**src/rtl/lpm_pkg.sv**
```systemverilog
// ============================================================================
// LPM package
// Types, sizes and codes shared by the route lookup modules.
// ============================================================================
package lpm_pkg;

    localparam int TABLE_ENTRIES   = 16;
    localparam int INTERFACE_COUNT = 4;
    localparam int IDX_W = (TABLE_ENTRIES > 1) ? $clog2(TABLE_ENTRIES) : 1;

    localparam int ADDR_W  = 32;
    localparam int IFACE_W = 2;
    localparam int LEN_W   = 6;
    localparam int SLOT_W  = 4;

    localparam logic OP_WRITE  = 1'b0;
    localparam logic OP_LOOKUP = 1'b1;

    typedef struct packed {
        logic               op;
        logic [SLOT_W-1:0]  entry_index;
        logic               entry_enable;
        logic [ADDR_W-1:0]  route_destination;
        logic [ADDR_W-1:0]  route_netmask;
        logic [IFACE_W-1:0] route_interface;
        logic [ADDR_W-1:0]  lookup_address;
    } lpm_in_t;

    typedef struct packed {
        logic               found;
        logic [IFACE_W-1:0] out_interface;
        logic [LEN_W-1:0]   prefix_length;
    } lpm_out_t;

    typedef struct packed {
        logic [ADDR_W-1:0]  dest;
        logic [ADDR_W-1:0]  mask;
        logic [IFACE_W-1:0] iface;
    } lpm_entry_t;

    typedef struct packed {
        logic               hit;
        logic [IFACE_W-1:0] iface;
        logic [LEN_W-1:0]   len;
    } lpm_best_t;

    typedef enum logic [1:0] {
        ST_IDLE,
        ST_WRITE,
        ST_SCAN,
        ST_LAST
    } lpm_state_t;

    typedef struct packed {
        logic             busy;
        logic             accept;
        logic             write_en;
        logic             cmp_en;
        logic             finish_write;
        logic             finish_lookup;
        logic [IDX_W-1:0] rd_addr;
    } lpm_ctrl_t;

endpackage

```
**src/rtl/lpm_table.sv**
```systemverilog
// ============================================================================
// LPM route table
// Route entry memory with one write port, one registered read port and
// per-slot valid flags cleared by reset.
// ============================================================================
module lpm_table
    import lpm_pkg::*;
(
    input  logic             clk,
    input  logic             rst_n,
    input  logic             we,
    input  logic [IDX_W-1:0] waddr,
    input  lpm_entry_t       wentry,
    input  logic             wvalid,
    input  logic [IDX_W-1:0] raddr,
    output lpm_entry_t       rentry,
    output logic             rvalid
);

    lpm_entry_t                entry_mem [TABLE_ENTRIES];
    logic [TABLE_ENTRIES-1:0]  valid_reg;
    lpm_entry_t                rentry_reg;
    logic                      rvalid_reg;

    // payload storage, no reset
    always_ff @(posedge clk)
    begin
        if (we)
        begin
            entry_mem[waddr] <= wentry;
        end
        rentry_reg <= entry_mem[raddr];
    end

    always_ff @(posedge clk or negedge rst_n)
    begin
        if (!rst_n)
        begin
            valid_reg  <= '0;
            rvalid_reg <= 1'b0;
        end
        else
        begin
            if (we)
            begin
                valid_reg[waddr] <= wvalid;
            end
            rvalid_reg <= valid_reg[raddr];
        end
    end

    assign rentry = rentry_reg;
    assign rvalid = rvalid_reg;

endmodule

```
**src/rtl/lpm_match.sv**
```systemverilog
// ============================================================================
// LPM match unit
// Masked compare and mask population count for one entry; folds the entry
// into the running best match.
// ============================================================================
module lpm_match
    import lpm_pkg::*;
(
    input  lpm_entry_t        entry,
    input  logic              entry_valid,
    input  logic [ADDR_W-1:0] addr,
    input  lpm_best_t         best,
    output lpm_best_t         best_next
);

    logic [1:0]       s1 [16];
    logic [2:0]       s2 [8];
    logic [3:0]       s3 [4];
    logic [4:0]       s4 [2];
    logic [LEN_W-1:0] len;
    logic             match;
    logic             take;

    // population count tree, 32 bits -> 6 bits
    always_comb
    begin
        for (int i = 0; i < 16; i++)
        begin
            s1[i] = {1'b0, entry.mask[2*i]} + {1'b0, entry.mask[2*i+1]};
        end
        for (int i = 0; i < 8; i++)
        begin
            s2[i] = {1'b0, s1[2*i]} + {1'b0, s1[2*i+1]};
        end
        for (int i = 0; i < 4; i++)
        begin
            s3[i] = {1'b0, s2[2*i]} + {1'b0, s2[2*i+1]};
        end
        for (int i = 0; i < 2; i++)
        begin
            s4[i] = {1'b0, s3[2*i]} + {1'b0, s3[2*i+1]};
        end
        len = {1'b0, s4[0]} + {1'b0, s4[1]};
    end

    assign match = entry_valid && ((entry.mask & addr) == (entry.mask & entry.dest));
    // strict compare keeps the lower index on a tie
    assign take  = match && (!best.hit || (len > best.len));

    always_comb
    begin
        if (take)
        begin
            best_next.hit   = 1'b1;
            best_next.iface = entry.iface;
            best_next.len   = len;
        end
        else
        begin
            best_next = best;
        end
    end

endmodule

```
**src/rtl/lpm_ctrl.sv**
```systemverilog
// ============================================================================
// LPM sequencer
// Accepts items, steps the table read address across all slots for a
// lookup and issues the table write for a write item.
// ============================================================================
module lpm_ctrl
    import lpm_pkg::*;
(
    input  logic      clk,
    input  logic      rst_n,
    input  logic      start,
    input  logic      op,
    output lpm_ctrl_t ctrl
);

    lpm_state_t       state_reg;
    lpm_state_t       state_next;
    logic [IDX_W-1:0] idx_reg;
    logic [IDX_W-1:0] idx_next;
    logic             cmp_vld_reg;
    logic             cmp_vld_next;
    logic             last_idx;

    assign last_idx = (idx_reg == IDX_W'(TABLE_ENTRIES - 1));

    always_ff @(posedge clk or negedge rst_n)
    begin
        if (!rst_n)
        begin
            state_reg   <= ST_IDLE;
            idx_reg     <= '0;
            cmp_vld_reg <= 1'b0;
        end
        else
        begin
            state_reg   <= state_next;
            idx_reg     <= idx_next;
            cmp_vld_reg <= cmp_vld_next;
        end
    end

    // next state
    always_comb
    begin
        state_next = state_reg;
        case (state_reg)
            ST_IDLE:
            begin
                if (start)
                begin
                    case (op)
                        OP_WRITE:  state_next = ST_WRITE;
                        OP_LOOKUP: state_next = ST_SCAN;
                        default:   state_next = ST_WRITE;
                    endcase
                end
            end
            ST_WRITE: state_next = ST_IDLE;
            ST_SCAN:
            begin
                if (last_idx)
                begin
                    state_next = ST_LAST;
                end
            end
            ST_LAST:  state_next = ST_IDLE;
            default:  state_next = ST_IDLE;
        endcase
    end

    // outputs and counter
    always_comb
    begin
        ctrl          = '0;
        idx_next      = '0;
        cmp_vld_next  = 1'b0;
        ctrl.rd_addr  = idx_reg;
        case (state_reg)
            ST_IDLE:
            begin
                ctrl.accept = start;
            end
            ST_WRITE:
            begin
                ctrl.busy         = 1'b1;
                ctrl.write_en     = 1'b1;
                ctrl.finish_write = 1'b1;
            end
            ST_SCAN:
            begin
                ctrl.busy    = 1'b1;
                ctrl.cmp_en  = cmp_vld_reg;
                idx_next     = idx_reg + 1'b1;
                cmp_vld_next = 1'b1;
            end
            ST_LAST:
            begin
                ctrl.busy          = 1'b1;
                ctrl.cmp_en        = 1'b1;
                ctrl.finish_lookup = 1'b1;
            end
            default:
            begin
                ctrl.busy = 1'b1;
            end
        endcase
    end

endmodule

```
**src/rtl/longest_prefix_match_lookup.sv**
```systemverilog
// ============================================================================
// Longest prefix match lookup
// IPv4 route table with 16 slots; lookups scan the slots through one shared
// masked-compare / popcount unit and keep the longest matching prefix.
// ============================================================================
// Write item: accept, ST_WRITE, then the registered done strobe.
// Lookup item: accept, ST_SCAN over all TABLE_ENTRIES slots, ST_LAST, then the
//   registered done strobe; the match unit takes one slot per cycle from the
//   single table read port. A new item is accepted only back in ST_IDLE.
// busy stays high from the accept edge until the result strobe; done is a
// one-cycle pulse. Reset clears all slot valid flags at once; no sweep.
module longest_prefix_match_lookup
    import lpm_pkg::*;
(
    input  logic     clk,
    input  logic     rst_n,
    input  logic     start,
    output logic     busy,
    input  lpm_in_t  item,
    output logic     done,
    output lpm_out_t result
);

    lpm_ctrl_t  ctrl;
    lpm_in_t    item_reg;
    lpm_best_t  best_reg;
    lpm_best_t  best_next;
    lpm_entry_t wentry;
    lpm_entry_t rentry;
    logic       rvalid;
    logic       table_we;
    logic       done_reg;
    lpm_out_t   result_reg;

    lpm_ctrl u_ctrl (
        .clk   (clk),
        .rst_n (rst_n),
        .start (start),
        .op    (item.op),
        .ctrl  (ctrl)
    );

    // item register, captured on accept
    always_ff @(posedge clk)
    begin
        if (ctrl.accept)
        begin
            item_reg <= item;
        end
    end

    // out-of-range slot or interface writes are dropped
    assign table_we = ctrl.write_en
                   && (32'(item_reg.entry_index) < TABLE_ENTRIES)
                   && (32'(item_reg.route_interface) < INTERFACE_COUNT);

    assign wentry.dest  = item_reg.route_destination;
    assign wentry.mask  = item_reg.route_netmask;
    assign wentry.iface = item_reg.route_interface;

    lpm_table u_table (
        .clk    (clk),
        .rst_n  (rst_n),
        .we     (table_we),
        .waddr  (IDX_W'(item_reg.entry_index)),
        .wentry (wentry),
        .wvalid (item_reg.entry_enable),
        .raddr  (ctrl.rd_addr),
        .rentry (rentry),
        .rvalid (rvalid)
    );

    // shared compare unit; table read data is registered, arriving the cycle after the read address
    lpm_match u_match (
        .entry       (rentry),
        .entry_valid (rvalid),
        .addr        (item_reg.lookup_address),
        .best        (best_reg),
        .best_next   (best_next)
    );

    // running best match; clear on every accepted item
    always_ff @(posedge clk or negedge rst_n)
    begin
        if (!rst_n)
        begin
            best_reg <= '0;
        end
        else if (ctrl.accept)
        begin
            best_reg <= '0;
        end
        else if (ctrl.cmp_en)
        begin
            best_reg <= best_next;
        end
    end

    // result register and strobe
    always_ff @(posedge clk or negedge rst_n)
    begin
        if (!rst_n)
        begin
            done_reg <= 1'b0;
        end
        else
        begin
            done_reg <= ctrl.finish_write || ctrl.finish_lookup;
        end
    end

    always_ff @(posedge clk)
    begin
        if (ctrl.finish_lookup)
        begin
            // no-match leaves best at zero, giving an all-zero result
            result_reg.found         <= best_next.hit;
            result_reg.out_interface <= best_next.iface;
            result_reg.prefix_length <= best_next.len;
        end
        else if (ctrl.finish_write)
        begin
            result_reg <= '0;
        end
    end

    assign busy   = ctrl.busy;
    assign done   = done_reg;
    assign result = result_reg;

endmodule

```
**config.mk**
```make
export PLATFORM = sky130hd
export DESIGN_NAME = longest_prefix_match_lookup
export DESIGN_NICKNAME = d
export VERILOG_FILES = /design/src/rtl/lpm_pkg.sv /design/src/rtl/lpm_table.sv /design/src/rtl/lpm_match.sv /design/src/rtl/lpm_ctrl.sv /design/src/rtl/longest_prefix_match_lookup.sv
export SDC_FILE = /design/constraint.sdc
export NUM_CORES = 1
export LEC_CHECK = 0
export BUFFER_PORTS_ARGS = -buffer_cell sky130_fd_sc_hd__buf_2
export CAP_MARGIN = 20
export CORE_AREA = 2 2 299 301
export DETAILED_ROUTE_END_ITERATION = 16
export DIE_AREA = 0 0 301 303
export GPL_ROUTABILITY_DRIVEN = 0
export HOLD_SLACK_MARGIN = 0.05
export PLACE_DENSITY_LB_ADDON = 0.15
export SLEW_MARGIN = 20
export SYNTH_ARGS = -nofsm -noshare
export SYNTH_HDL_FRONTEND = slang
export SYNTH_SLANG_ARGS = --single-unit
```
**constraint.sdc**
```tcl
create_clock -name clk -period 10.1 [get_ports clk]
set_input_delay 1.01 -clock clk [delete_from_list [all_inputs] [get_ports clk]]
set_output_delay 1.01 -clock clk [all_outputs]
set_load 0.05 [all_outputs]
```
==> results of run 1 <==
## cells by family after synthesis
logic type	Yosys count	synth area share
AO/OA/AOI/OAI	365	0.0477
XOR/XNOR	37	0.00674
adder cells (fa/ha/maj)	38	0.0136
buffers and inverters	176	0.0153
flip-flops	1268	0.775
multiplexers	434	0.128
AND/OR/NAND/NOR	152	0.0142
## metal layers
metal / global-route usage / vias up / wire (um)
met5: 0 / - / 30
met2: 0.413 / 924 / 55100
met3: 0.0407 / 153 / 7610
met4: 0.0713 / 4 / 2500
met1: 0.367 / 12700 / 49100
li1: - / 10300 / -
## area by class of cell
cell class                      instances  area [um^2]  area share
Sequential cell                      1268        37300       0.686
Multi-Input combinational cell       1026        10200       0.188
Inverter                               57          219     0.00403
Tap cell                             1165         1460      0.0269
Clock inverter                         59          465     0.00857
Timing Repair Buffer                  169         1000      0.0184
Clock buffer                          184         3660      0.0675
## cells in the final DEF, fill, tap and decap left out, drive strengths merged, types with 67 or more instances in the layout
master and instances:
a21oi 75, clkbuf 184, a221oi 67, o21ai 137
mux2 85, a22oi 78, edfxtp 1168, mux4 134
mux2i 215, buf 169, nand2 83
## path summary, 6_finish.rpt
kind                                                  from                         endpoint  slack [ps]  cells past startpoint
worst min-delay path                                 rst_n  u_ctrl.state_reg[1]$_DFFE_PN0P_         390                      1
worst min register to register   u_table.rentry[0]$_DFF_P_          best_reg[6]$_DFFE_PN0P_         460                      2
max in group asynchronous                            rst_n      u_ctrl.idx_reg[0]$_DFF_PN0_        9090                      1
worst max-delay path            u_table.rentry[13]$_DFF_P_          best_reg[5]$_DFFE_PN0P_        3350                     21
min in group clk                                  item[28]           item_reg[28]$_DFFE_PP_         450                      1
worst max register to register  u_table.rentry[13]$_DFF_P_          best_reg[5]$_DFFE_PN0P_        3350                     21
## metrics by stage
stage               cells  utilization  hold slack (ps)  total power, W  setup slack (ps)
CTS                  3928        0.617              363          0.0193              3340
detailed placement   3685        0.570              448          0.0147              3350
global route         3928        0.617              417          0.0201              2980
finish               3928        0.617              387          0.0192              3350
floorplan            2470            -              424          0.0127              3800
global placement     3685        0.570              447          0.0144              3480
## worst register-to-register path, cell delays in order, from the launching register on
cell      delay, ps
dfxtp_1         310
inv_1            70
fa_1            580
fa_1            450
fa_1            500
fa_1            530
fa_1            440
fa_1            490
inv_1            40
ha_1            210
fa_1            450
a21o_1          190
a21oi_1         170
xor2_1          250
inv_1           100
ha_1            300
nand3_1          90
a21oi_1         150
nor4b_1          70
nor4_1          480
nand3b_2        380
mux2_4          390
## power groups by stage
| stage | Sequential [W] | Combinational (W) | Clock, W |
|---|---|---|---|
| global placement | 0.00631 | 0.00814 | 0 |
| detailed placement | 0.00632 | 0.00839 | 0 |
| CTS | 0.00621 | 0.00843 | 0.00469 |
| floorplan | 0.00618 | 0.00650 | 0 |
| global route | 0.00624 | 0.00900 | 0.00490 |
| finish | 0.00621 | 0.00836 | 0.00460 |
==> metrics.md, run 1 <==
| Metric | Value |
|---|---|
| Fin Setup TNS | 0 ps |
| Synth async-reset ratio | 0.0268 |
| RSZ-0062 raised after global routing | false |
| Max-cap violations | 0 |
| Cts hold-fix bufs | 0 |
| Mean post-synth cell area | a little under 20 um^2 |
| Most common cell in the netlist | edfxtp_1 |
| Post-synth EDFFs | approximately 1200 |
| Synth top cells by count | edfxtp_1, mux2i_1, o21ai_0, mux4_2, mux2_2 |
| Post-Syn Nets | 2615 |
| Slew Limit Fails | 0 |
| Worst hold path type | input port to asynchronous set/reset pin |
| Placed Area | between 50000 and 60000 um^2 |
| Final setup fails | 0 |
| Period utilization | 0.668 |
| Distinct cells, synth | 42 |
| Worst slew pin tran | roughly 1100 ps |
| CTS sink count | ~1300 |
| Share of the synthesized area in the top cell type | 0.730 |
| Seq/Total Area, Yosys | 0.775 |
| # rows | ~110 |
| Grt total ovfl | 0 |
| TritonCTS buffer count | between 100 and 150 |
| CTS resizes | 0 |
| Core ar. | approximately 88000 um^2 |
| Clk network pwr share | 0.240 |
| Post-route DRC | 0 |
| Die ar. | slightly above 90000 um^2 |
| Via density per instance | 6.12 |
| Initial antenna violation count | 6 |
| Largest net degree at the start of global routing | about 120 |
| Clock Path Buffers | 3 |
| Switching Share | 0.362 |
| Via count | between 20000 and 25000 |
| Crit-path cells | inv_1 -> fa_1 -> fa_1 -> fa_1 -> fa_1 -> fa_1 -> fa_1 -> inv_1 -> ha_1 -> fa_1 -> a21o_1 -> a21oi_1 -> xor2_1 -> inv_1 -> ha_1 -> nand3_1 -> a21oi_1 -> nor4b_1 -> nor4_1 -> nand3b_2 -> mux2_4 |
| Crit-path most repeated cell | fa_1 |
| Fin area | roughly 54000 um^2 |
| Crit path max fanout | 8 |
| IO Pins | about 120 |
| Leakage power | 18.3 nW |
| Comb pwr share | 0.436 |
| Postcts setup bufs | 0 |
| H-tree depth | 4 |
| Max Fclk | roughly 0.15 GHz |
| Tmin final | around 6700 ps |
| Internal power | 0.0122 W |
| 1st-iter DRT viols | between 2000 and 2500 |
| Count of input and output buffers | between 100 and 150 |
| Worst setup EP type | register |
| Post-Route WL | about 110 mm |
| Layout fillers | about 6200 |
| Die height | approximately 300 um |
| Worst-Skew Late Latency | 730 ps |
| Clock skew | between 20 and 25 ps |
| Synth warn | 0 |
| Mapped cell area | 48100 um^2 |
| Maximum vdd drop | approximately 1400 uV |
| Layout cell share with drive strength beyond 1 | 0.215 |
| Final Net Count | 2800 |
| CTS root buffer | clkbuf_16 |
| Final hold vios | 0 |
| Slew margin rel. | 0.254 |
| TritonRoute pass-1 iters | 5 |
| Status | completed |
| Largest area contributor in the synthesized netlist | edfxtp_1 |
| Chip width | 301 um |
| Ys flop type | edfxtp_1 |
| Antenna diodes | 0 |
| Starting density of the core | 0.546 |
| Setup Crit Path Kind | register to register |
| HPWL after DPL | between 50 and 60 mm |
| Largest register FFs | ~1100 |
| GRT Resource Usage Total | 0.256 |
| Critical path's largest stage delay | just under 600 ps |
| Register bit total from synthesis | around 1300 |
| Worst EP required | roughly 11000 ps |
| PD cells | 353 nW/um^2 |
| Vias in the first global route | roughly 25000 |
| Slowest-stage cell, CP | fa_1 |
| Top delay family on crit path | adder cells |
| Crit path buffers/inverters | 3 |
| Top cells by area, synth | edfxtp_1, mux4_2, mux2i_1 |
| Syn-to-layout area delta | 12.9% |
| Post-Syn Instances | roughly 2500 |
| Routed len/inst | 29.1 um |
| Switching Power | around 0.0069 W |
| Type of origin of the critical path | register |
| Arrival time worst endpoint | approximately 7400 ps |
| CTS tree | done |
| Global-route wire length before repair | between 150 and 200 mm |
| Antenna-violating nets left | 0 |
| CTS clk-pin slew, worst paths | approximately 60 ps |
| Sequential share of power | 0.324 |
No activity file was read; power rests on OpenSTA's default activity.
==> run 2: changes to the inputs <==
==> constraint.sdc (replaced) <==
create_clock -name clk -period 6.62 [get_ports clk]
set_input_delay 0.662 -clock clk [delete_from_list [all_inputs] [get_ports clk]]
set_output_delay 0.662 -clock clk [all_outputs]
set_load 0.05 [all_outputs]
==> run 2 against run 1 <==
Against the previous run: cell count grew 0.18%; register-to-register slack lost 3100 ps; combinational power grew 47%; via count grew 0.45%; largest power group unchanged; wire length grew 0.14%; non-clock buffer count grew 8; clock skew grew 11 ps; critical endpoint is now best_reg[1]$_DFFE_PN0P_; sequential share of layout area shrank 0.17 points; clock-buffer cell count shrank 5; critical path depth grew 1.
==> metrics.md, run 2 (synthesis results as in run 1) <==
| Metric | Value |
|---|---|
| Slew Limit Fails | 0 |
| Crit-path cells | inv_1 -> fa_1 -> fa_1 -> fa_1 -> fa_1 -> fa_1 -> fa_1 -> inv_1 -> ha_1 -> fa_2 -> a21o_1 -> a21oi_1 -> xor2_1 -> inv_1 -> ha_1 -> a21oi_2 -> nor2b_1 -> nor4b_2 -> nor4_2 -> buf_4 -> nand3b_2 -> mux2_4 |
| Internal power | ~0.018 W |
| Antenna-violating nets left | 0 |
| 1st-iter DRT viols | between 2000 and 2500 |
| Met2 WL | ~55 mm |
| Vias in the first global route | 24300 |
| CTS clk-pin slew, worst paths | around 60 ps |
| Clock Path Buffers | 3 |
| Core ar. | 88000 um^2 |
| HPWL after DPL | around 60 mm |
| Initial antenna violation count | 2 |
| Crit path buffers/inverters | 4 |
| Die ar. | approximately 91000 um^2 |
| Top delay family on crit path | adder cells |
| CTS sink count | about 1300 |
| IO Pins | between 100 and 150 |
| Area occupied by multi-input gates | 10200 um^2 |
| Maximum vdd drop | about 2500 uV |
| Setup Crit Path Kind | register to register |
| Hold Path Cell Cnt | 1 |
| Dpl ws | -22.2 ps |
| Slowest-stage cell, CP | fa_1 |
| Post-Route WL | 114 mm |
| TritonRoute pass-1 iters | 5 |
| CTS root buffer | clkbuf_16 |
| Post-Layout Cell Count | between 3000 and 4000 |
| Worst hold path type | input port to register |
| Final Net Count | 2807 |
| WL met1 | 49.4 mm |
| Critical path's largest stage delay | 550 ps |
| Crit-path most repeated cell | fa_1 |
| Final setup fails | 0 |
| Storage element area | roughly 37000 um^2 |
| Final hold vios | 0 |
| TritonCTS buffer count | ~130 |
| Global-route wire length before repair | ~160 mm |
| Slew margin rel. | 0.288 |
| Status | completed |
| Worst setup EP type | register |
| Layout fillers | 6200 |
| Arrival time worst endpoint | 7010 ps |
| Comb pwr share | 0.425 |
| H-tree depth | 4 |
| Routed wl met3 | 7.84 mm |
| CTS tree | done |
| Clk network pwr share | 0.244 |
| Placed insts | between 3000 and 4000 |
| CP Depth | 22 |
| Worst-Skew Late Latency | between 700 and 800 ps |
| Commonest cells after routing, fill and taps aside | edfxtp_1, mux2i_1, o21ai_0 |
| Worst hold start | item[33] |
| PD cells | between 500 and 600 nW/um^2 |
| Sequential share of power | 0.331 |
| Leakage power | approximately 18 nW |
| Layout cell share with drive strength beyond 1 | 0.219 |
| Type of origin of the critical path | register |
| Worst slew pin tran | about 1100 ps |
| Largest net degree at the start of global routing | ~120 |
| Via density per instance | 6.14 |
| GRT Resource Usage Total | 0.255 |
| Largest register FFs | about 1100 |
| Worst EP required | about 7200 ps |
| Fin Setup TNS | 0 ps |
| Switching Share | 0.360 |
| Grt total ovfl | 0 |
| Syn-to-layout area delta | 13.2% |
| Depth of the worst register-to-register path | 22 |
| Post-route DRC | 0 |
| Max-cap violations | 0 |
| Crit path max fanout | 3 |
| Starting density of the core | 0.546 |
| Crit. Startpoint | u_table.rentry[25]$_DFF_P_ |
| Routed len/inst | between 20 and 30 um |
| Tmin final | around 6400 ps |
| DR top layer | met4 |
| Max Fclk | between 0.15 and 0.2 GHz |
| Clock skew | between 30 and 40 ps |
| Worst flop-to-flop path startpoint | u_table.rentry[25]$_DFF_P_ |
| Chip width | roughly 300 um |
| Via count | 24200 |
| Count of input and output buffers | between 100 and 150 |
| Setup WS post-layout | 219 ps |
| Switching Power | 0.0104 W |
| # rows | 109 |
| Most common cell after layout, fill and taps aside | edfxtp_1 |
| Period utilization | 0.967 |
| Die height | 303 um |
[run 2: worst paths after layout]
path / endpoint / slack, ps
worst max register to register: best_reg[1]$_DFFE_PN0P_ / 220
min in group asynchronous: u_ctrl.idx_reg[0]$_DFF_PN0_ / 570
worst min-delay path: item_reg[33]$_DFFE_PP_ / 100
worst min register to register: best_reg[7]$_DFFE_PN0P_ / 470
max in group asynchronous: u_ctrl.idx_reg[3]$_DFF_PN0_ / 5440
worst max-delay path: best_reg[1]$_DFFE_PN0P_ / 220
[run 2: repair_timing]
item                                    in CTS  in global routing
hold endpoints to repair                    35                  0
setup buffers                                0                  2
endpoints found under the setup margin       1                 16
pin swaps                                    0                  4
hold buffers                                 2                  0
resized for setup                            1                  5
[run 2: through the flow]
stage,hold slack (ps),utilization,total power (W),cell area [um^2]
floorplan,366,-,0.0188,48100
global placement,448,0.571,0.0206,50200
detailed placement,453,0.571,0.0210,50200
CTS,54.2,0.618,0.0280,54400
global route,67.3,0.619,0.0303,54400
finish,98.4,0.619,0.0289,54400
[run 2: per-layer routing]
| layer | up-vias | GRT usage |
|---|---|---|
| met4 | 0 | 0.0752 |
| met1 | 12800 | 0.370 |
| li1 | 10300 | - |
| met2 | 861 | 0.401 |
| met3 | 156 | 0.0461 |
| met5 | - | 0 |
[run 2: power groups by stage]
| stage | sequential, W | clock [W] | combinational (W) |
|---|---|---|---|
| after CTS | 0.00956 | 0.00717 | 0.0113 |
| after detailed placement | 0.00973 | 0 | 0.0113 |
| final | 0.00956 | 0.00705 | 0.0123 |
| after global placement | 0.00971 | 0 | 0.0109 |
| after global routing | 0.00960 | 0.00747 | 0.0132 |
| after floorplan | 0.00943 | 0 | 0.00936 |
[run 2: cell type report]
cell class / instances / area share
flip-flops and latches: 1268 / 0.685
multi-input cells: 1026 / 0.188
clock buffers: 179 / 0.0670
well taps: 1165 / 0.0268
repair buffers: 177 / 0.0199
clock inverters: 61 / 0.00938
inverters: 57 / 0.00402
diodes: 2 / 0.0000920
==> run 3: changes to the inputs <==
==> constraint.sdc (replaced) <==
create_clock -name clk -period 6.6 [get_ports clk]
set_input_delay 0.66 -clock clk [delete_from_list [all_inputs] [get_ports clk]]
set_output_delay 0.66 -clock clk [all_outputs]
set_load 0.05 [all_outputs]
==> run 3 against run 2 <==
Against the previous run: global-route usage shrank 0.30 points; largest power group unchanged; largest cell class unchanged; critical path type unchanged; clock power is 1% lower; setup slack worse by 25 ps; critical path depth fell by 1; register-to-register slack got worse by 20 ps; hold slack better by 9.5 ps; clock skew is 15 ps lower; fmax about the same; via count fell by 0.78%; clock-buffer cell count up 3; total power shrank 1.3%.
==> metrics.md, run 3 (synthesis results as in run 1) <==
| Metric | Value |
|---|---|
| Status | completed |
| Tot Pwr | approximately 0.028 W |
| Die height | approximately 300 um |
| Most common cell after layout, fill and taps aside | edfxtp_1 |
| PD cells | 525 nW/um^2 |
| Worst setup EP type | register |
| Slew Limit Fails | 0 |
| Post-Route WL | roughly 110 mm |
| TritonCTS buffer count | ~130 |
| Worst hold path type | input port to register |
| Arrival time worst endpoint | 6860 ps |
| Max-cap violations | 0 |
| CTS clk-pin slew, worst paths | about 60 ps |
| WL met1 | 47.4 mm |
| Clock skew | 18.6 ps |
| GRT Resource Usage Total | 0.252 |
| Crit path max fanout | 8 |
| Placed Area | about 50000 um^2 |
| Worst-Skew Late Latency | about 730 ps |
| Worst slew pin tran | between 1000 and 1500 ps |
| Storage element area | 37300 um^2 |
| Initial antenna violation count | 3 |
| Starting density of the core | 0.546 |
| Final Net Count | about 2800 |
| TritonRoute pass-1 iters | 5 |
| Die ar. | 91200 um^2 |
| Slew margin rel. | 0.304 |
| Worst EP required | 7050 ps |
| HPWL after DPL | 60.3 mm |
| Period utilization | 0.971 |
| CTS root buffer | clkbuf_16 |
| Clk network pwr share | 0.245 |
| Chip width | approximately 300 um |
| Largest net degree at the start of global routing | around 120 |
| Largest register FFs | about 1100 |
| Fin area | between 50000 and 60000 um^2 |
| DR top layer | met5 |
| Switching Power | between 0.01 and 0.015 W |
| 1st-iter DRT viols | around 2400 |
| Maximum vdd drop | 1810 uV |
| Commonest cells after routing, fill and taps aside | edfxtp_1, mux2i_1, o21ai_0, clkbuf_16, mux4_2 |
| Layout fillers | ~6300 |
| Global-route wire length before repair | between 150 and 200 mm |
| Comb pwr share | 0.420 |
| # rows | approximately 110 |
| Antenna-violating nets left | 0 |
| Via count | roughly 24000 |
| Area occupied by multi-input gates | ~10000 um^2 |
| IO Pins | roughly 120 |
| Final hold vios | 0 |
| Grt total ovfl | 0 |
| Internal power | 0.0183 W |
| Type of origin of the critical path | register |
| CTS sink count | between 1000 and 1500 |
| Final setup fails | 0 |
| Antenna diodes | 0 |
| Count of input and output buffers | about 120 |
| Sequential share of power | 0.335 |
| Met2 WL | 53.4 mm |
| Syn-to-layout area delta | 12.9% |
| Core ar. | a little under 90000 um^2 |
| Layout cell share with drive strength beyond 1 | 0.216 |
| Tmin final | about 6400 ps |
| Vias in the first global route | roughly 24000 |
| H-tree depth | 4 |
| Switching Share | 0.357 |
| Routed wl met3 | around 9.4 mm |
| Setup Crit Path Kind | register to register |
| Post-route DRC | 0 |
| Via density per instance | just over 6 |
| CTS tree | done |
| Leakage power | about 18 nW |
| Routed len/inst | roughly 29 um |
| Max Fclk | roughly 0.16 GHz |
| Clock Path Buffers | 3 |
[run 3: cell count changes in the layout (fill, tap and decap cells not counted), sizes merged, moves of 2 or more]
cell / before / now
clkbuf: 179 / 182
clkinv: 47 / 39
diode: 2 / 0
buf: 175 / 168
[run 3: critical path, cell delays in order (launching register included)]
cell and delay, ps:
dfxtp_1 350, inv_1 70, fa_1 560, fa_1 450, fa_1 480, fa_1 530, fa_1 430, fa_1 490
inv_1 40, ha_1 210, fa_2 410, a21o_1 200, a21oi_2 160, xor2_1 210, inv_1 100, ha_1 300
nand3_1 90, a21oi_1 150, nor4b_1 80, nor4_2 380, nand2_2 260, mux2i_1 180
[run 3: metrics by stage]
stage	cells	hold slack, ps	setup WS (ps)	util	setup TNS, ps
after global routing	3918	80.7	-8.11	0.617	-35.8
after CTS	3918	65.3	118	0.617	0
after floorplan	2470	364	301	-	0
after global placement	3684	452	117	0.571	0
final	3918	108	194	0.617	0
after detailed placement	3684	467	-25.2	0.571	-106
[run 3: path summary, 6_finish.rpt]
check | start | to | cells past startpoint | slack (ps)
min | item[68] | item_reg[68]$_DFFE_PP_ | 1 | 110
min reg2reg | u_table.rentry[1]$_DFF_P_ | best_reg[7]$_DFFE_PN0P_ | 2 | 460
min in group asynchronous | rst_n | done$_DFF_PN0_ | 2 | 580
max | u_table.rentry[2]$_DFF_P_ | result[5]$_SDFFCE_PN0P_ | 21 | 190
max reg2reg | u_table.rentry[2]$_DFF_P_ | result[5]$_SDFFCE_PN0P_ | 21 | 190
max in group asynchronous | rst_n | u_ctrl.idx_reg[0]$_DFF_PN0_ | 2 | 5410
[run 3: power groups by stage]
stage / clock network (W) / registers [W] / logic (W)
2_1_floorplan: 0 / 0.00946 / 0.00938
3_3_place_gp: 0 / 0.00967 / 0.0111
3_5_place_dp: 0 / 0.00969 / 0.0113
4_1_cts: 0.00712 / 0.00953 / 0.0113
5_1_grt: 0.00741 / 0.00957 / 0.0130
6_report: 0.00698 / 0.00953 / 0.0120
[run 3: area by class of cell]
| cell class | instances | area share |
|---|---|---|
| clock buffers | 182 | 0.0677 |
| clock inverters | 51 | 0.00698 |
| inverters | 57 | 0.00403 |
| multi-input cells | 1026 | 0.188 |
| flip-flops and latches | 1268 | 0.686 |
| well taps | 1165 | 0.0269 |
| repair buffers | 169 | 0.0196 |
[run 3: timing repair]
action / in CTS / in global routing
hold buffers: 1 / 0
pin swaps: 0 / 3
resized for setup: 1 / 2
setup buffers: 0 / 0
endpoints found under the hold margin: 34 / 0
setup endpoints to repair: 8 / 16
[run 3: routing by layer]
| layer | track usage | up-vias |
|---|---|---|
| li1 | - | 10300 |
| met1 | 0.355 | 12600 |
| met2 | 0.393 | 945 |
| met3 | 0.0581 | 155 |
| met4 | 0.0842 | 2 |
| met5 | 0 | - |
